[src/design/fcrr_pkg.sv]
`timescale 1ns / 1ps
// Shared types, constants and helpers for the frame capture record ring.
package fcrr_pkg;

   localparam int RING_BYTES = 768;
   localparam int MAX_FRAME  = 255;
   localparam int HDR_BYTES  = 6;
   localparam int PTR_W      = $clog2(RING_BYTES);
   localparam int HDR_IDX_W  = $clog2(HDR_BYTES);
   localparam int CQ_DEPTH   = 2;
   localparam int CQ_AW      = $clog2(CQ_DEPTH);

   localparam logic [HDR_IDX_W-1:0] HDR_LAST = HDR_IDX_W'(HDR_BYTES - 1);

   typedef enum logic [1:0] {
      REQ_START  = 2'd0,
      REQ_BYTE   = 2'd1,
      REQ_READ   = 2'd2,
      REQ_UNUSED = 2'd3
   } req_kind_type;

   typedef enum logic [1:0] {
      RES_HEADER = 2'd0,
      RES_BYTE   = 2'd1,
      RES_DROPS  = 2'd2,
      RES_EMPTY  = 2'd3
   } result_kind_type;

   typedef enum logic [1:0] {
      CMD_ABANDON,
      CMD_START,
      CMD_BYTE,
      CMD_READ
   } cmd_op_type;

   typedef struct packed {
      cmd_op_type         op;
      logic               direction;
      logic [7:0]         length;
      logic signed [15:0] rssi;
      logic signed [7:0]  snr;
      logic [7:0]         data;
   } cmd_type;

   typedef struct packed {
      logic             we;
      logic [PTR_W-1:0] waddr;
      logic [7:0]       wdata;
      logic             re;
      logic [PTR_W-1:0] raddr;
   } ram_ctl_type;

   typedef enum logic [1:0] {
      ST_IDLE,
      ST_WR_HDR,
      ST_RD_DATA
   } back_state_type;

   function automatic logic [PTR_W-1:0] ring_adv(input logic [PTR_W-1:0] p);
      return (p == PTR_W'(RING_BYTES - 1)) ? '0 : p + 1'b1;
   endfunction

endpackage

[src/design/fcrr_cmd_fifo.sv]
`timescale 1ns / 1ps
// Short command queue between the request front end and the ring engine.
module fcrr_cmd_fifo import fcrr_pkg::*; (
   input  logic    clock,
   input  logic    reset,
   input  logic    push,
   input  cmd_type push_cmd,
   input  logic    pop,
   output cmd_type head_cmd,
   output logic    full,
   output logic    empty
);

   cmd_type            entry_ff [CQ_DEPTH];
   logic [CQ_AW-1:0]   wr_ptr_ff, wr_ptr_in;
   logic [CQ_AW-1:0]   rd_ptr_ff, rd_ptr_in;
   logic [CQ_AW:0]     count_ff, count_in;
   logic               do_push, do_pop;

   assign full     = (count_ff == (CQ_AW+1)'(CQ_DEPTH));
   assign empty    = (count_ff == '0);
   assign do_push  = push && !full;
   assign do_pop   = pop && !empty;
   assign head_cmd = entry_ff[rd_ptr_ff];

   always_comb begin
      wr_ptr_in = wr_ptr_ff;
      rd_ptr_in = rd_ptr_ff;
      count_in  = count_ff;
      if (do_push) begin
         wr_ptr_in = (wr_ptr_ff == CQ_AW'(CQ_DEPTH - 1)) ? '0 : wr_ptr_ff + 1'b1;
      end
      if (do_pop) begin
         rd_ptr_in = (rd_ptr_ff == CQ_AW'(CQ_DEPTH - 1)) ? '0 : rd_ptr_ff + 1'b1;
      end
      if (do_push && !do_pop) begin
         count_in = count_ff + 1'b1;
      end else if (do_pop && !do_push) begin
         count_in = count_ff - 1'b1;
      end
   end

   always_ff @(posedge clock) begin
      if (reset) begin
         wr_ptr_ff <= '0;
         rd_ptr_ff <= '0;
         count_ff  <= '0;
      end else begin
         wr_ptr_ff <= wr_ptr_in;
         rd_ptr_ff <= rd_ptr_in;
         count_ff  <= count_in;
      end
   end

   always_ff @(posedge clock) begin
      if (do_push) begin
         entry_ff[wr_ptr_ff] <= push_cmd;
      end
   end

endmodule

[config.mk]
export PLATFORM = sky130hd
export DESIGN_NAME = fcrr_cmd_fifo
export DESIGN_NICKNAME = d
export VERILOG_FILES = /design/src/design/fcrr_pkg.sv /design/src/design/fcrr_cmd_fifo.sv
export SDC_FILE = /design/constraint.sdc
export NUM_CORES = 1
export LEC_CHECK = 0
export BUFFER_PORTS_ARGS = -buffer_cell sky130_fd_sc_hd__buf_2
export CORE_MARGIN = 1.5
export CORE_UTILIZATION = 30
export DETAILED_ROUTE_END_ITERATION = 12
export PLACE_DENSITY = 0.58
export SLEW_MARGIN = 20
export SYNTH_ARGS = -nofsm -noshare
export SYNTH_HDL_FRONTEND = slang
export SYNTH_SLANG_ARGS = --single-unit
[constraint.sdc]
create_clock -name clock -period 4.2 [get_ports clock]
set_input_delay 0.84 -clock clock [delete_from_list [all_inputs] [get_ports clock]]
set_output_delay 0.84 -clock clock [all_outputs]
set_load 0.05 [all_outputs]
==> impl_results.md <==
- Hold_buf cts: 0
- Vias in the first global route: 1808
- Ys async rst share: 0
- Worst Hold Class: flip-flop to flip-flop
- Post-route clock period utilization: 0.6129
- Maximum clock insertion buffer count: 2
- Gate power share: 0.340
- Yosys warning count: 0
- Mapped Avg Cell Area: 20.86 sq um
- DRT Pass-1 Iters: 4
- Most frequent cells after synthesis: edfxtp_1, mux2_2, dfxtp_1, nor2_1
- Detail Route Antenna Nets: 0
- First-pass GRT wire length: 8.735 mm
- Register area share after synthesis: 0.8088
- CP endpoint kind: primary output
- Share of layout cells above drive strength 1: 0.5824
- Row count: 38
- IO Count: 92
- Clock Power Share: 0.234
- Worst hold path endpoint: wr_ptr_ff$_SDFFE_PP0P_
- Final nets: 304
- Hold_ws: 0.5038 ns
- Maximum clock rate: 0.3884 GHz
- Worst path slowest cell: dfxtp_4
- Setup TNS: 0 ns
- Pwr dens: 699.2 nW/um^2
- Setup WS post-layout: 1.626 ns
- R2R depth: 3
- Post-synth EDFFs: 86
- Grt ovf: 0
- Layout Skew: 0.006156 ns
- Max H-tree Level: 3
- Number of I/O port buffers: 91
- Worst path depth: 2
- Number of remaining DRC errors: 0
- Maximum vdd drop: 0.4896 mV
- # setup viols final: 0
- CP top delay family: flip-flops
- Relative slew slack: 0.3279
- Worst Hold Launch: wr_ptr_ff$_SDFFE_PP0P_
- Total leakage power: 0.001537 uW
- Total CTS buffers: 9
- CTS-repair resized insts: 0
- Drt via density: 4.249
- Status: finished, final reports clean
- Initial DRC count: 62
- CTS tree: built
- Hold path depth: 2
- Chip height: 108.2 um
- P&R area growth vs syn: 25.20%
- CTS sink count: 91
- Most common cell in the netlist: edfxtp_1
- Drt wl/cell: 14.41 um
- Critical Path Start Type: flip-flop
- Worst-path clk slew: 0.08 ns
- #FFs+latches synth: 91
- Core box area: 10790 sq um
- DRT Wirelength: 5.779 mm
- RSZ-0062 raised after global routing: no
- Critical R2R Capture: entry_ff[0][10]$_DFFE_PP_
- Total die area: 11700 sq um
- Synth area leader: edfxtp_1
- Sw Pwr: 1089 uW
- CP Cell Sequence: mux2_2 > buf_2
- Worst-margin pin slew: 1.007 ns
- Post-CTS Setup Bufs: 0
- Latest clock arrival within the worst-skew pair: 0.34 ns
- RePlAce Congestion: 0.6380
- Worst path bufs/invs: 1
- Fin crit period: 2.574 ns
- Initial Util: 0.3073
- Synth Net Count: 207
- DIE WIDTH: 108.2 um
- DP Worst Slack: 1.609 ns
- Ranking of synthesized cells by area: edfxtp_1, mux2_2, dfxtp_1, xor2_1, buf_4
- All-Layer GR Usage: 0.1024
- Ant diodes: 0
- Synth Flop Type: edfxtp_1
- Sw frac: 0.3751
- Slew Viols, Final: 0
- Reg power frac: 0.426
- DR vias: 1704
- Dpl hpwl: 3.461 mm
- Crit path max fanout: 43
- Worst path max stage delay: 0.75 ns
- R2r setup slk: 2.17 ns
- Unique cell type count in the Yosys netlist: 14
- Max_cap viols: 0
- Largest net degree at the start of global routing: 44
- Clk root buf: clkbuf_8
- Mapped Cells: 159
- Reg2reg start: count_ff[0]$_SDFFE_PP0P_
- Internal: 1814 uW
- CP required: 3.36 ns
- Critical path class: flip-flop to primary output
- Synth top area share: 0.7786
- Fin. Hold Viols: 0
- Post-Syn Area: 3317 sq um
- Antenna violations before repair: 0
- Worst EP arrival: 1.73 ns
-- layer usage --
layer,GRT usage,up-vias,wire length [um],share of wire
met5,0,-,0,0
met4,0.04229,0,84,0.015
met3,0.03918,6,310,0.054
met2,0.1686,48,2923,0.51
met1,0.1202,845,2461,0.43
li1,-,805,-,-
-- area by class of cell --
cell class                      instances  area (sq um)
Timing Repair Buffer                   91         455.4
Fill cell                            1027          6640
Tap cell                              140         175.2
Clock buffer                           10         127.6
Inverter                                2         7.507
Sequential cell                        91          2686
Multi-Input combinational cell         61         596.8
Clock inverter                          6         103.9
-- tightest hold or removal path, stage by stage, from the launching register on --
cell and delay [ns]:
dfxtp_1 0.33, o21ai_0 0.07, a21oi_1 0.06
-- cell families (layout without fill, tap and decap cells) --
| group | count (synthesis) | in the layout | synth area share |
|---|---|---|---|
| AOI/OAI and AO/OA | 5 | 5 | 0.007543 |
| DFF | 91 | 91 | 0.8088 |
| and+or+nand+nor | 9 | 9 | 0.01396 |
| xor gates and xnor gates | 3 | 3 | 0.007923 |
| muxes | 43 | 43 | 0.1460 |
| buffers and inverters | 7 | 109 | 0.01207 |
| adders and majority gates | 1 | 1 | 0.003772 |
-- how the worst max path moves through the flow --
| stage | to | slack, ns |
|---|---|---|
| after floorplan | entry_ff[0][0]$_DFFE_PP_ | 1.71 |
| after global placement | head_cmd[20] | 1.59 |
| after detailed placement | head_cmd[17] | 1.61 |
| after CTS | head_cmd[17] | 1.19 |
| after global routing | head_cmd[39] | 1.49 |
| final | head_cmd[17] | 1.63 |
-- state kept, by name, summed over array words and instances, names as in the netlist, named ones only --
register and flops:
count_ff 2, entry_ff 86, rd_ptr_ff 1, wr_ptr_ff 1
-- power groups by stage --
stage               clock [uW]  sequential (uW)  combinational, uW
global placement             0             1260                994
global route               736             1260               1040
floorplan                    0             1190                854
detailed placement           0             1260                999
finish                     681             1240                986
CTS                        711             1240               1000
-- placed cells by master, fill, tap and decap left out, drive strengths merged --
master and instances:
clkinv 3, edfxtp 86, clkbuf 10, and2 1
nor2b 1, dfxtp 5, xor2 3, bufinv 3
buf 91, o21ai 3, inv 2, mux2 43
nor2 5, a21oi 2, or3 2, ha 1
-- through the flow --
stage	instance area [sq um]	utilization	power [uW]	std cells
after floorplan	3317	-	2042	159
after CTS	4150	0.3845	2956	401
after global placement	3918	0.3630	2252	385
final	4153	0.3848	2903	401
after detailed placement	3919	0.3631	2262	385
after global routing	4153	0.3848	3035	401
Power figures use the tool's default switching activity.
