## src/design/fcrr_pkg.sv

```systemverilog
`timescale 1ns / 1ps
// Shared types, constants and helpers for the frame capture record ring.
package fcrr_pkg;

   localparam int RING_BYTES = 768;
   localparam int MAX_FRAME  = 255;
   localparam int HDR_BYTES  = 6;
   localparam int PTR_W      = $clog2(RING_BYTES);
   localparam int HDR_IDX_W  = $clog2(HDR_BYTES);
   localparam int CQ_DEPTH   = 2;
   localparam int CQ_AW      = $clog2(CQ_DEPTH);

   localparam logic [HDR_IDX_W-1:0] HDR_LAST = HDR_IDX_W'(HDR_BYTES - 1);

   typedef enum logic [1:0] {
      REQ_START  = 2'd0,
      REQ_BYTE   = 2'd1,
      REQ_READ   = 2'd2,
      REQ_UNUSED = 2'd3
   } req_kind_type;

   typedef enum logic [1:0] {
      RES_HEADER = 2'd0,
      RES_BYTE   = 2'd1,
      RES_DROPS  = 2'd2,
      RES_EMPTY  = 2'd3
   } result_kind_type;

   typedef enum logic [1:0] {
      CMD_ABANDON,
      CMD_START,
      CMD_BYTE,
      CMD_READ
   } cmd_op_type;

   typedef struct packed {
      cmd_op_type         op;
      logic               direction;
      logic [7:0]         length;
      logic signed [15:0] rssi;
      logic signed [7:0]  snr;
      logic [7:0]         data;
   } cmd_type;

   typedef struct packed {
      logic             we;
      logic [PTR_W-1:0] waddr;
      logic [7:0]       wdata;
      logic             re;
      logic [PTR_W-1:0] raddr;
   } ram_ctl_type;

   typedef enum logic [1:0] {
      ST_IDLE,
      ST_WR_HDR,
      ST_RD_DATA
   } back_state_type;

   function automatic logic [PTR_W-1:0] ring_adv(input logic [PTR_W-1:0] p);
      return (p == PTR_W'(RING_BYTES - 1)) ? '0 : p + 1'b1;
   endfunction

endpackage

```

## src/design/fcrr_ifs.sv

```systemverilog


interface fcrr_rsp_if;
   logic               valid;
   logic               ready;
   logic [1:0]         result_kind;
   logic               out_direction;
   logic [7:0]         out_length;
   logic signed [15:0] out_rssi;
   logic signed [7:0]  out_snr;
   logic [7:0]         out_byte;
   logic               last_byte;
   logic [31:0]        dropped_frames;

   modport source (output valid, result_kind, out_direction, out_length, out_rssi,
                   out_snr, out_byte, last_byte, dropped_frames, input ready);
   modport sink (input valid, result_kind, out_direction, out_length, out_rssi,
                 out_snr, out_byte, last_byte, dropped_frames, output ready);
endinterface

interface fcrr_csr_if;
   logic valid;
   logic ready;
   logic report_drops;

   modport source (output valid, report_drops, input ready);
   modport sink (input valid, report_drops, output ready);
endinterface

```

## src/design/fcrr_back.sv

```systemverilog
`timescale 1ns / 1ps
// Ring engine: executes commands against the byte ring and drives responses.
module fcrr_back import fcrr_pkg::*; (
   input  logic        clock,
   input  logic        reset,
   input  cmd_type     head_cmd,
   input  logic        cq_empty,
   output logic        pop,
   output ram_ctl_type ram_ctl,
   input  logic [7:0]  ram_rdata,
   fcrr_csr_if.sink    csr_ch,
   fcrr_rsp_if.source  rsp_ch
);

   back_state_type        state_ff, state_in;
   logic [PTR_W-1:0]      head_ff, head_in;
   logic [PTR_W-1:0]      tail_ff, tail_in;
   logic [PTR_W-1:0]      wp_ff, wp_in;
   logic [7:0]            wr_rem_ff, wr_rem_in;
   logic                  discard_ff, discard_in;
   logic [7:0]            rd_rem_ff, rd_rem_in;
   logic [31:0]           drops_ff, drops_in;
   logic                  report_ff;
   logic [HDR_IDX_W-1:0]  idx_ff, idx_in;
   logic                  rd_payload_ff, rd_payload_in;

   // frame start fields, held while the header goes out
   logic                  st_dir_ff, st_dir_in;
   logic [7:0]            st_len_ff, st_len_in;
   logic [15:0]           st_rssi_ff, st_rssi_in;
   logic [7:0]            st_snr_ff, st_snr_in;

   // header bytes gathered during a read
   logic                  hd_dir_ff, hd_dir_in;
   logic [7:0]            hd_len_ff, hd_len_in;
   logic [7:0]            hd_lenhi_ff, hd_lenhi_in;
   logic [7:0]            hd_rssi_lo_ff, hd_rssi_lo_in;
   logic [7:0]            hd_rssi_hi_ff, hd_rssi_hi_in;

   logic                  out_valid_ff, out_valid_in;
   result_kind_type       out_kind_ff, out_kind_in;
   logic                  out_dir_ff, out_dir_in;
   logic [7:0]            out_len_ff, out_len_in;
   logic signed [15:0]    out_rssi_ff, out_rssi_in;
   logic signed [7:0]     out_snr_ff, out_snr_in;
   logic [7:0]            out_byte_ff, out_byte_in;
   logic                  out_last_ff, out_last_in;
   logic [31:0]           out_drops_ff, out_drops_in;

   logic                  out_free;
   logic                  take;
   logic [PTR_W:0]        free_space;
   logic [PTR_W:0]        need_space;
   logic                  start_fits;
   logic [7:0]            rd_len;
   logic [7:0]            wr_rem_dec;

   assign out_free = !out_valid_ff || rsp_ch.ready;
   assign take     = (state_ff == ST_IDLE) && !cq_empty &&
                     ((head_cmd.op != CMD_READ) || out_free);
   assign pop      = take;

   // one byte of the ring always stays empty
   assign free_space = (tail_ff > head_ff)
                     ? (PTR_W+1)'(tail_ff - head_ff - 1'b1)
                     : (PTR_W+1)'(RING_BYTES) + {1'b0, tail_ff} - {1'b0, head_ff} - 1'b1;
   assign need_space = (PTR_W+1)'(HDR_BYTES) + (PTR_W+1)'(head_cmd.length);
   assign start_fits = (free_space >= need_space);
   assign wr_rem_dec = wr_rem_ff - 1'b1;
   assign rd_len     = ((hd_lenhi_ff != 8'd0) || (hd_len_ff > 8'(MAX_FRAME)))
                     ? 8'(MAX_FRAME) : hd_len_ff;

   // next state
   always_comb begin
      state_in = state_ff;
      unique case (state_ff)
         ST_IDLE: begin
            if (take) begin
               if (head_cmd.op == CMD_START && start_fits) begin
                  state_in = ST_WR_HDR;
               end else if (head_cmd.op == CMD_READ &&
                            (rd_rem_ff != 8'd0 || tail_ff != head_ff)) begin
                  state_in = ST_RD_DATA;
               end
            end
         end
         ST_WR_HDR: begin
            if (idx_ff == HDR_LAST) begin
               state_in = ST_IDLE;
            end
         end
         ST_RD_DATA: begin
            if (rd_payload_ff || idx_ff == HDR_LAST) begin
               state_in = ST_IDLE;
            end
         end
         default: begin
            state_in = ST_IDLE;
         end
      endcase
   end

   // datapath and outputs
   always_comb begin
      head_in       = head_ff;
      tail_in       = tail_ff;
      wp_in         = wp_ff;
      wr_rem_in     = wr_rem_ff;
      discard_in    = discard_ff;
      rd_rem_in     = rd_rem_ff;
      drops_in      = drops_ff;
      idx_in        = idx_ff;
      rd_payload_in = rd_payload_ff;
      st_dir_in     = st_dir_ff;
      st_len_in     = st_len_ff;
      st_rssi_in    = st_rssi_ff;
      st_snr_in     = st_snr_ff;
      hd_dir_in     = hd_dir_ff;
      hd_len_in     = hd_len_ff;
      hd_lenhi_in   = hd_lenhi_ff;
      hd_rssi_lo_in = hd_rssi_lo_ff;
      hd_rssi_hi_in = hd_rssi_hi_ff;
      out_valid_in  = out_valid_ff && !rsp_ch.ready;
      out_kind_in   = out_kind_ff;
      out_dir_in    = out_dir_ff;
      out_len_in    = out_len_ff;
      out_rssi_in   = out_rssi_ff;
      out_snr_in    = out_snr_ff;
      out_byte_in   = out_byte_ff;
      out_last_in   = out_last_ff;
      out_drops_in  = out_drops_ff;
      ram_ctl.we    = 1'b0;
      ram_ctl.waddr = wp_ff;
      ram_ctl.wdata = 8'd0;
      ram_ctl.re    = 1'b0;
      ram_ctl.raddr = tail_ff;

      unique case (state_ff)
         ST_IDLE: begin
            if (take) begin
               unique case (head_cmd.op)
                  CMD_ABANDON: begin
                     wr_rem_in  = 8'd0;
                     discard_in = 1'b0;
                  end
                  CMD_START: begin
                     wr_rem_in  = head_cmd.length;
                     discard_in = !start_fits;
                     if (!start_fits) begin
                        drops_in = (drops_ff == '1) ? drops_ff : drops_ff + 1'b1;
                     end else begin
                        wp_in      = head_ff;
                        idx_in     = '0;
                        st_dir_in  = head_cmd.direction;
                        st_len_in  = head_cmd.length;
                        st_rssi_in = head_cmd.rssi;
                        st_snr_in  = head_cmd.snr;
                     end
                  end
                  CMD_BYTE: begin
                     if (wr_rem_ff != 8'd0) begin
                        wr_rem_in = wr_rem_dec;
                        if (discard_ff) begin
                           if (wr_rem_dec == 8'd0) begin
                              discard_in = 1'b0;
                           end
                        end else begin
                           ram_ctl.we    = 1'b1;
                           ram_ctl.wdata = head_cmd.data;
                           wp_in         = ring_adv(wp_ff);
                           // last byte commits the record
                           if (wr_rem_dec == 8'd0) begin
                              head_in = ring_adv(wp_ff);
                           end
                        end
                     end
                  end
                  CMD_READ: begin
                     if (rd_rem_ff != 8'd0) begin
                        ram_ctl.re    = 1'b1;
                        tail_in       = ring_adv(tail_ff);
                        rd_rem_in     = rd_rem_ff - 1'b1;
                        rd_payload_in = 1'b1;
                     end else if (tail_ff == head_ff) begin
                        drops_in     = '0;
                        out_valid_in = 1'b1;
                        out_dir_in   = 1'b0;
                        out_len_in   = 8'd0;
                        out_rssi_in  = '0;
                        out_snr_in   = '0;
                        out_byte_in  = 8'd0;
                        out_last_in  = 1'b0;
                        if (report_ff && drops_ff != 32'd0) begin
                           out_kind_in  = RES_DROPS;
                           out_drops_in = drops_ff;
                        end else begin
                           out_kind_in  = RES_EMPTY;
                           out_drops_in = 32'd0;
                        end
                     end else begin
                        ram_ctl.re    = 1'b1;
                        tail_in       = ring_adv(tail_ff);
                        idx_in        = '0;
                        rd_payload_in = 1'b0;
                     end
                  end
                  default: begin
                  end
               endcase
            end
         end
         ST_WR_HDR: begin
            ram_ctl.we = 1'b1;
            wp_in      = ring_adv(wp_ff);
            idx_in     = idx_ff + 1'b1;
            unique case (idx_ff)
               3'd0:    ram_ctl.wdata = {7'd0, st_dir_ff};
               3'd1:    ram_ctl.wdata = st_len_ff;
               3'd2:    ram_ctl.wdata = 8'd0;
               3'd3:    ram_ctl.wdata = st_rssi_ff[7:0];
               3'd4:    ram_ctl.wdata = st_rssi_ff[15:8];
               3'd5:    ram_ctl.wdata = st_snr_ff;
               default: ram_ctl.wdata = 8'd0;
            endcase
         end
         ST_RD_DATA: begin
            if (rd_payload_ff) begin
               out_valid_in = 1'b1;
               out_kind_in  = RES_BYTE;
               out_dir_in   = 1'b0;
               out_len_in   = 8'd0;
               out_rssi_in  = '0;
               out_snr_in   = '0;
               out_byte_in  = ram_rdata;
               out_last_in  = (rd_rem_ff == 8'd0);
               out_drops_in = 32'd0;
            end else if (idx_ff == HDR_LAST) begin
               // snr byte arrives now; everything else is already gathered
               out_valid_in = 1'b1;
               out_kind_in  = RES_HEADER;
               out_dir_in   = hd_dir_ff;
               out_len_in   = rd_len;
               out_rssi_in  = $signed({hd_rssi_hi_ff, hd_rssi_lo_ff});
               out_snr_in   = $signed(ram_rdata);
               out_byte_in  = 8'd0;
               out_last_in  = 1'b0;
               out_drops_in = 32'd0;
               rd_rem_in    = rd_len;
            end else begin
               ram_ctl.re = 1'b1;
               tail_in    = ring_adv(tail_ff);
               idx_in     = idx_ff + 1'b1;
               unique case (idx_ff)
                  3'd0:    hd_dir_in     = ram_rdata[0];
                  3'd1:    hd_len_in     = ram_rdata;
                  3'd2:    hd_lenhi_in   = ram_rdata;
                  3'd3:    hd_rssi_lo_in = ram_rdata;
                  3'd4:    hd_rssi_hi_in = ram_rdata;
                  default: hd_dir_in     = hd_dir_ff;
               endcase
            end
         end
         default: begin
         end
      endcase
   end

   always_ff @(posedge clock) begin
      if (reset) begin
         state_ff      <= ST_IDLE;
         head_ff       <= '0;
         tail_ff       <= '0;
         wp_ff         <= '0;
         wr_rem_ff     <= '0;
         discard_ff    <= 1'b0;
         rd_rem_ff     <= '0;
         drops_ff      <= '0;
         report_ff     <= 1'b1;
         idx_ff        <= '0;
         rd_payload_ff <= 1'b0;
         out_valid_ff  <= 1'b0;
      end else begin
         state_ff      <= state_in;
         head_ff       <= head_in;
         tail_ff       <= tail_in;
         wp_ff         <= wp_in;
         wr_rem_ff     <= wr_rem_in;
         discard_ff    <= discard_in;
         rd_rem_ff     <= rd_rem_in;
         drops_ff      <= drops_in;
         idx_ff        <= idx_in;
         rd_payload_ff <= rd_payload_in;
         out_valid_ff  <= out_valid_in;
         if (csr_ch.valid) begin
            report_ff <= csr_ch.report_drops;
         end
      end
   end

   always_ff @(posedge clock) begin
      st_dir_ff     <= st_dir_in;
      st_len_ff     <= st_len_in;
      st_rssi_ff    <= st_rssi_in;
      st_snr_ff     <= st_snr_in;
      hd_dir_ff     <= hd_dir_in;
      hd_len_ff     <= hd_len_in;
      hd_lenhi_ff   <= hd_lenhi_in;
      hd_rssi_lo_ff <= hd_rssi_lo_in;
      hd_rssi_hi_ff <= hd_rssi_hi_in;
      out_kind_ff   <= out_kind_in;
      out_dir_ff    <= out_dir_in;
      out_len_ff    <= out_len_in;
      out_rssi_ff   <= out_rssi_in;
      out_snr_ff    <= out_snr_in;
      out_byte_ff   <= out_byte_in;
      out_last_ff   <= out_last_in;
      out_drops_ff  <= out_drops_in;
   end

   assign csr_ch.ready          = 1'b1;
   assign rsp_ch.valid          = out_valid_ff;
   assign rsp_ch.result_kind    = out_kind_ff;
   assign rsp_ch.out_direction  = out_dir_ff;
   assign rsp_ch.out_length     = out_len_ff;
   assign rsp_ch.out_rssi       = out_rssi_ff;
   assign rsp_ch.out_snr        = out_snr_ff;
   assign rsp_ch.out_byte       = out_byte_ff;
   assign rsp_ch.last_byte      = out_last_ff;
   assign rsp_ch.dropped_frames = out_drops_ff;

   a_ptr_range: assert property (@(posedge clock) disable iff (reset)
      ({1'b0, head_ff} < (PTR_W+1)'(RING_BYTES)) &&
      ({1'b0, tail_ff} < (PTR_W+1)'(RING_BYTES)))
      else $error("ring pointer out of range");

   a_pop_idle: assert property (@(posedge clock) disable iff (reset)
      pop |-> (state_ff == ST_IDLE))
      else $error("command taken while engine busy");

   a_no_write_on_read: assert property (@(posedge clock) disable iff (reset)
      ram_ctl.we |-> (state_ff != ST_RD_DATA) && !ram_ctl.re)
      else $error("ring write during a read sequence");

   a_discard_pending: assert property (@(posedge clock) disable iff (reset)
      discard_ff |-> (wr_rem_ff != 8'd0))
      else $error("discarding with no bytes left");

   a_read_done_loads: assert property (@(posedge clock) disable iff (reset)
      (state_ff == ST_RD_DATA && state_in == ST_IDLE) |=> out_valid_ff)
      else $error("read sequence ended without a response");

endmodule

```

## src/flat_wrapper.sv

```systemverilog
// flat-port wrapper written by rule: the top's interface ports become plain ports
module fcrr_back_flat import fcrr_pkg::*;
  (clock, reset, head_cmd, cq_empty, pop, ram_ctl, ram_rdata, csr_ch_valid, csr_ch_report_drops, csr_ch_ready, rsp_ch_valid, rsp_ch_result_kind, rsp_ch_out_direction, rsp_ch_out_length, rsp_ch_out_rssi, rsp_ch_out_snr, rsp_ch_out_byte, rsp_ch_last_byte, rsp_ch_dropped_frames, rsp_ch_ready);
  fcrr_csr_if csr_ch_i ();
  fcrr_rsp_if rsp_ch_i ();
  input  logic clock;
  input  logic reset;
  input  cmd_type head_cmd;
  input  logic cq_empty;
  output logic pop;
  output ram_ctl_type ram_ctl;
  input  logic [7:0] ram_rdata;
  input wire logic [$bits(csr_ch_i.valid)-1:0] csr_ch_valid;
  input wire logic [$bits(csr_ch_i.report_drops)-1:0] csr_ch_report_drops;
  output wire logic [$bits(csr_ch_i.ready)-1:0] csr_ch_ready;
  output wire logic [$bits(rsp_ch_i.valid)-1:0] rsp_ch_valid;
  output wire logic [$bits(rsp_ch_i.result_kind)-1:0] rsp_ch_result_kind;
  output wire logic [$bits(rsp_ch_i.out_direction)-1:0] rsp_ch_out_direction;
  output wire logic [$bits(rsp_ch_i.out_length)-1:0] rsp_ch_out_length;
  output wire logic [$bits(rsp_ch_i.out_rssi)-1:0] rsp_ch_out_rssi;
  output wire logic [$bits(rsp_ch_i.out_snr)-1:0] rsp_ch_out_snr;
  output wire logic [$bits(rsp_ch_i.out_byte)-1:0] rsp_ch_out_byte;
  output wire logic [$bits(rsp_ch_i.last_byte)-1:0] rsp_ch_last_byte;
  output wire logic [$bits(rsp_ch_i.dropped_frames)-1:0] rsp_ch_dropped_frames;
  input wire logic [$bits(rsp_ch_i.ready)-1:0] rsp_ch_ready;
  assign csr_ch_i.valid = csr_ch_valid;
  assign csr_ch_i.report_drops = csr_ch_report_drops;
  assign csr_ch_ready = csr_ch_i.ready;
  assign rsp_ch_valid = rsp_ch_i.valid;
  assign rsp_ch_result_kind = rsp_ch_i.result_kind;
  assign rsp_ch_out_direction = rsp_ch_i.out_direction;
  assign rsp_ch_out_length = rsp_ch_i.out_length;
  assign rsp_ch_out_rssi = rsp_ch_i.out_rssi;
  assign rsp_ch_out_snr = rsp_ch_i.out_snr;
  assign rsp_ch_out_byte = rsp_ch_i.out_byte;
  assign rsp_ch_last_byte = rsp_ch_i.last_byte;
  assign rsp_ch_dropped_frames = rsp_ch_i.dropped_frames;
  assign rsp_ch_i.ready = rsp_ch_ready;
  fcrr_back u_core (.clock(clock), .reset(reset), .head_cmd(head_cmd), .cq_empty(cq_empty), .pop(pop), .ram_ctl(ram_ctl), .ram_rdata(ram_rdata), .csr_ch(csr_ch_i), .rsp_ch(rsp_ch_i));
endmodule
```

## config.mk

```make
export PLATFORM = sky130hd
export DESIGN_NAME = fcrr_back_flat
export DESIGN_NICKNAME = d
export VERILOG_FILES = /design/src/design/fcrr_pkg.sv /design/src/design/fcrr_ifs.sv /design/src/design/fcrr_back.sv /design/src/flat_wrapper.sv
export SDC_FILE = /design/constraint.sdc
export NUM_CORES = 1
export LEC_CHECK = 0
export ABC_AREA = 1
export BUFFER_PORTS_ARGS = -buffer_cell sky130_fd_sc_hd__buf_2
export CELL_PAD_IN_SITES_DETAIL_PLACEMENT = 2
export CELL_PAD_IN_SITES_GLOBAL_PLACEMENT = 2
export CORE_ASPECT_RATIO = 0.7
export CORE_MARGIN = 3
export CORE_UTILIZATION = 32
export CTS_BUF_LIST = sky130_fd_sc_hd__clkbuf_8
export DETAILED_ROUTE_END_ITERATION = 8
export PLACE_DENSITY = 0.86
export SLEW_MARGIN = 20
export SYNTH_ARGS = -nofsm -noshare
export SYNTH_HDL_FRONTEND = slang
export SYNTH_SLANG_ARGS = --single-unit
```

## constraint.sdc

```tcl
create_clock -name clock -period 5 [get_ports clock]
set_clock_uncertainty 0.1 [all_clocks]
set_input_delay 0.5 -clock clock [delete_from_list [all_inputs] [get_ports clock]]
set_output_delay 0.5 -clock clock [all_outputs]
set_load 0.1 [all_outputs]
```

==> impl_results.html <==
<table>
<tr><th>Metric</th><th>Value</th></tr>
<tr><th colspan="2">Run status</th></tr>
<tr><td>Outcome</td><td>finished, final reports clean</td></tr>
<tr><th colspan="2">STA</th></tr>
<tr><td>Setup repair after global routing missed its margin</td><td>no</td></tr>
<tr><td>Final Hold Fails</td><td>0</td></tr>
<tr><td>Worst-case setup margin in the final layout</td><td>between 400 and 500 ps</td></tr>
<tr><td>Period utilisation layout</td><td>about nine tenths</td></tr>
<tr><td>Final-report max-slew violation count</td><td>0</td></tr>
<tr><td>Transition time at the pin with the least slew margin</td><td>between 700 and 800 ps</td></tr>
<tr><td>Final critical-path required period</td><td>between 4000 and 5000 ps</td></tr>
<tr><td>Rel. slew slack</td><td>47.3%</td></tr>
<tr><td>Total setup violations reported at the end of the flow</td><td>0</td></tr>
<tr><td>Accumulated negative setup slack</td><td>0 ps</td></tr>
<tr><td>Maximum achievable frequency</td><td>0.220 GHz</td></tr>
<tr><th colspan="2">Place</th></tr>
<tr><td>Placed wire-length estimate after detailed placement</td><td>about 32 mm</td></tr>
<tr><td>Count of port buffers added during placement</td><td>roughly 160</td></tr>
<tr><td>Dpl cell area</td><td>0.0133 mm²</td></tr>
<tr><td>Setup slack after placement</td><td>320 ps</td></tr>
<tr><td>Instance count after placement with tap cells included</td><td>slightly above 2000</td></tr>
<tr><td>Final weighted congestion of routability-driven global placement</td><td>around 0.86</td></tr>
<tr><th colspan="2">Power and ir drop</th></tr>
<tr><td>Standby leakage power</td><td>approximately 6.0 nW</td></tr>
<tr><td>Peak supply drop</td><td>0.515 mV</td></tr>
<tr><td>Power density cells</td><td>about 660 mW/mm²</td></tr>
<tr><th colspan="2">Route</th></tr>
<tr><td>Final routed wire length divided by cell count</td><td>roughly 20 µm</td></tr>
<tr><td>Total number of vias</td><td>between 10000 and 15000</td></tr>
<tr><td>Number of antenna-violating nets in the routed design</td><td>0</td></tr>
<tr><td>Detailed-route wire length</td><td>between 40 and 50 mm</td></tr>
<tr><td>Residual DRC count</td><td>0</td></tr>
<tr><td>Vias per std cell</td><td>~5.0</td></tr>
<tr><td>Number of iterations in the first detailed-routing pass</td><td>4</td></tr>
<tr><td>Initial drt markers</td><td>between 400 and 500</td></tr>
<tr><th colspan="2">Global routing</th></tr>
<tr><td>Total grt overflow</td><td>0</td></tr>
<tr><td>Number of antenna violations at the first check in global routing</td><td>0</td></tr>
<tr><td>Pin count of the biggest net entering global routing</td><td>about 70</td></tr>
<tr><td>Number of global-route vias before repair</td><td>around 12000</td></tr>
<tr><td>Combined global-route utilization of all metal layers</td><td>20.8%</td></tr>
<tr><td>First-pass GRT wire length</td><td>~66 mm</td></tr>
<tr><th colspan="2">Synthesis</th></tr>
<tr><td>Instance count of the mapped netlist</td><td>approximately 1400</td></tr>
<tr><td>Synthesized Nets</td><td>roughly 1500</td></tr>
<tr><td>Yosys reg bits</td><td>229</td></tr>
<tr><td>Synth Flop Type</td><td>edfxtp_1</td></tr>
<tr><td>Commonest cells in the synthesized netlist</td><td>nor2_1, nand2_1, inv_1, edfxtp_1, o21ai_0</td></tr>
<tr><td>Number of flops mapped to enable cells by yosys</td><td>about 140</td></tr>
<tr><td>Synthesized area divided by synthesized cell count</td><td>approximately 8.5 µm²</td></tr>
<tr><td>Share of synthesized area occupied by flip-flops and latches</td><td>between 50% and 60%</td></tr>
<tr><td>Area share of the leading cell type in the synthesized netlist</td><td>between 30% and 40%</td></tr>
<tr><td>Warnings from Yosys</td><td>0</td></tr>
<tr><td>Synth top area cells</td><td>edfxtp_1, dfxtp_1, nor2_1, nand2_1, inv_1</td></tr>
<tr><td>Cell taking the most area after synthesis</td><td>edfxtp_1</td></tr>
<tr><td>Post-synthesis instance area</td><td>~0.012 mm²</td></tr>
<tr><td>Proportion of synthesized flip-flops having asynchronous set or reset</td><td>0%</td></tr>
<tr><td>Library cells used by synthesis</td><td>50</td></tr>
<tr><td>Most frequent cell after synthesis</td><td>nor2_1</td></tr>
<tr><th colspan="2">Floorplanning</th></tr>
<tr><td>Total Die Area</td><td>~0.04 mm²</td></tr>
<tr><td>Die width</td><td>~240 µm</td></tr>
<tr><td>Top-level port count</td><td>roughly 170</td></tr>
<tr><td>Starting density of the core</td><td>32.8%</td></tr>
<tr><td>Row cnt</td><td>between 50 and 60</td></tr>
<tr><td>Core Region</td><td>between 0.03 and 0.04 mm²</td></tr>
<tr><td>Y dimension of the die</td><td>around 170 µm</td></tr>
<tr><th colspan="2">Layout</th></tr>
<tr><td>Total Nets Final</td><td>between 1500 and 2000</td></tr>
<tr><td>Share of layout cells above drive strength 1</td><td>between 15 and 20%</td></tr>
<tr><td>Fill cell total of the finished layout</td><td>between 4000 and 5000</td></tr>
<tr><td>Final standard cell count with taps included and fillers excluded</td><td>roughly 2100</td></tr>
<tr><td>Layout Cell Area excl Fill</td><td>0.0143 mm²</td></tr>
<tr><td>Antenna diode count</td><td>0</td></tr>
<tr><td>Footprint of the flip-flops and latches</td><td>around 0.006 mm²</td></tr>
<tr><td>Footprint of the multi-input gates</td><td>between 0.005 and 0.006 mm²</td></tr>
<tr><td>Layout-stage area growth over the synthesis result</td><td>19.7%</td></tr>
<tr><th colspan="2">Clock tree</th></tr>
<tr><td>CTS tree</td><td>yes</td></tr>
<tr><td>Source-to-sink clock delay at the later pin of the worst-skew pair</td><td>roughly 570 ps</td></tr>
<tr><td>Number of H-tree levels</td><td>2</td></tr>
<tr><td>Number of CTS-inserted buffers</td><td>40</td></tr>
<tr><td>Number of clock sinks seen by CTS</td><td>between 200 and 250</td></tr>
<tr><td>Clk pin slew, worst setup/hold paths</td><td>roughly 60 ps</td></tr>
<tr><td>Number of buffers on the longest clock path</td><td>3</td></tr>
<tr><td>Clock Tree Root</td><td>clkbuf_8</td></tr>
<tr><td>Buffers inserted during post-CTS setup optimization</td><td>0</td></tr>
<tr><th colspan="2">Critical path</th></tr>
<tr><td>Startpoint of the lowest-slack register-to-register path</td><td>u_core.tail_ff[0]</td></tr>
<tr><td>Crit path capture type</td><td>register</td></tr>
<tr><td>Critical Path Fanout Max</td><td>15</td></tr>
<tr><td>Req. time, crit path</td><td>between 5000 and 6000 ps</td></tr>
<tr><td>Type of the worst setup path</td><td>register to register</td></tr>
<tr><td>Endpoint arrival time on the critical path</td><td>4940 ps</td></tr>
<tr><td>Start point of the critical path</td><td>u_core.tail_ff[0]</td></tr>
<tr><td>Crit start category</td><td>register</td></tr>
<tr><th colspan="2">Flow run</th></tr>
<tr><td>Number of maximum-capacitance constraint violations</td><td>0</td></tr>
<tr><th colspan="2">Worst hold path</th></tr>
<tr><td>Startpoint of the most critical hold path</td><td>csr_ch_valid</td></tr>
<tr><td>Path category of the worst min-delay check</td><td>primary input to register</td></tr>
</table>
## power breakdown
| part | switching, mW | leakage (nW) | internal [mW] |
|---|---|---|---|
| sequential | 0.270 | 2.03 | 2.63 |
| clock | 0.816 | 0.462 | 0.894 |
| combinational | 4.09 | 3.47 | 0.755 |
## cell type report
cell class,instances,area share (%)
clock inverters,25,0.797
multi-input cells,942,35.5
well taps,480,4.21
inverters,189,4.97
repair buffers,193,7.73
clock buffers,49,4.72
flip-flops and latches,229,42.1
## state kept, by name, summed over array words and instances, names as in the netlist, 10 cells and up
register	count
u_core.drops_ff	32
u_core.rsp_ch.dropped_frames	32
u_core.rsp_ch.out_rssi	16
u_core.st_rssi_ff	16
u_core.head_ff	10
u_core.tail_ff	10
u_core.wp_ff	10
## metrics by stage
stage | util (%) | hold slack, ps | total power, mW
2_1_floorplan | - | 341 | 6.75
3_3_place_gp | 36.5 | 354 | 7.62
3_5_place_dp | 36.5 | 363 | 7.78
4_1_cts | 39.2 | 0.00483 | 9.55
5_1_grt | 39.3 | 1.81 | 9.95
6_report | 39.3 | 40.8 | 9.46
## critical path, cell delays in order, from the launching register on
cell     delay [ps]
dfxtp_1         440
ha_1            270
inv_1            90
fa_1            440
o21ai_0         340
nand3_1         120
nand2_1         100
nand2_1          50
inv_1           120
a21oi_1         100
xor2_1          180
mux2i_1         120
ha_1            350
nand3_1         100
nor2_1           50
a21oi_1         140
nand2_1          70
nor2_1          220
nand3_2         160
nand2_4         140
nand2_4          60
inv_2           230
buf_4           290
nor2_1           60
nor2_1          130
## layer usage
layer  share of wire [%]  up-vias  global-route usage (%)  routed length [µm]
li1                    -     5024                       -                   -
met1                  47     5346                    28.2               19800
met3                 4.2       48                    3.72                1780
met4                 1.6        0                    4.33                 683
met2                  47      209                    34.9               19700
met5                   0        -                       0                   0
## cell usage in the layout, fill, tap and decap left out, drive strengths merged
master and instances:
dfxtp 87, o21a 3, o21ai 102, nor4 12, o311ai 1, xor2 36
a21oi 65, clkbuf 49, or2 3, nor2 270, xnor2 7, a31oi 6
o211ai 1, inv 199, a211oi 3, mux2i 2, nand3 50, edfxtp 142
and3 3, o211a 1, conb 1, nand4 18, fa 9, nor3b 2
a221oi 8, nor3 34, ha 51, buf 172, clkinv 15, dlygate4sd3 21
o22ai 5, a22oi 5, o2111ai 1, a32o 7, o31ai 3, o21bai 4
o221a 1, nand2 228
## repair_timing
item                                   CTS  global route
hold buffers                            19             2
gates resized for setup                  0             2
endpoints found under the hold margin   19             2
setup endpoints to repair                0             7
## worst paths after layout
kind,slack (ps),to,cells after the start
worst min-delay path,40,u_core.report_ff,2
worst min register to register,370,u_core.wr_rem_ff[7],2
worst max register to register,460,u_core.drops_ff[17],24
worst max-delay path,460,u_core.drops_ff[17],24
## cells by family after synthesis
kind of cell,after synthesis,synth area share [%]
fa+ha+maj,60,6.86
buf+inv,225,7.34
xor+xnor,43,3.16
flops,229,50.3
simple gates,620,21.8
mux,2,0.168
other cells,1,0.0314
compound gates,216,10.3
No activity file was read; power rests on OpenSTA's default activity.
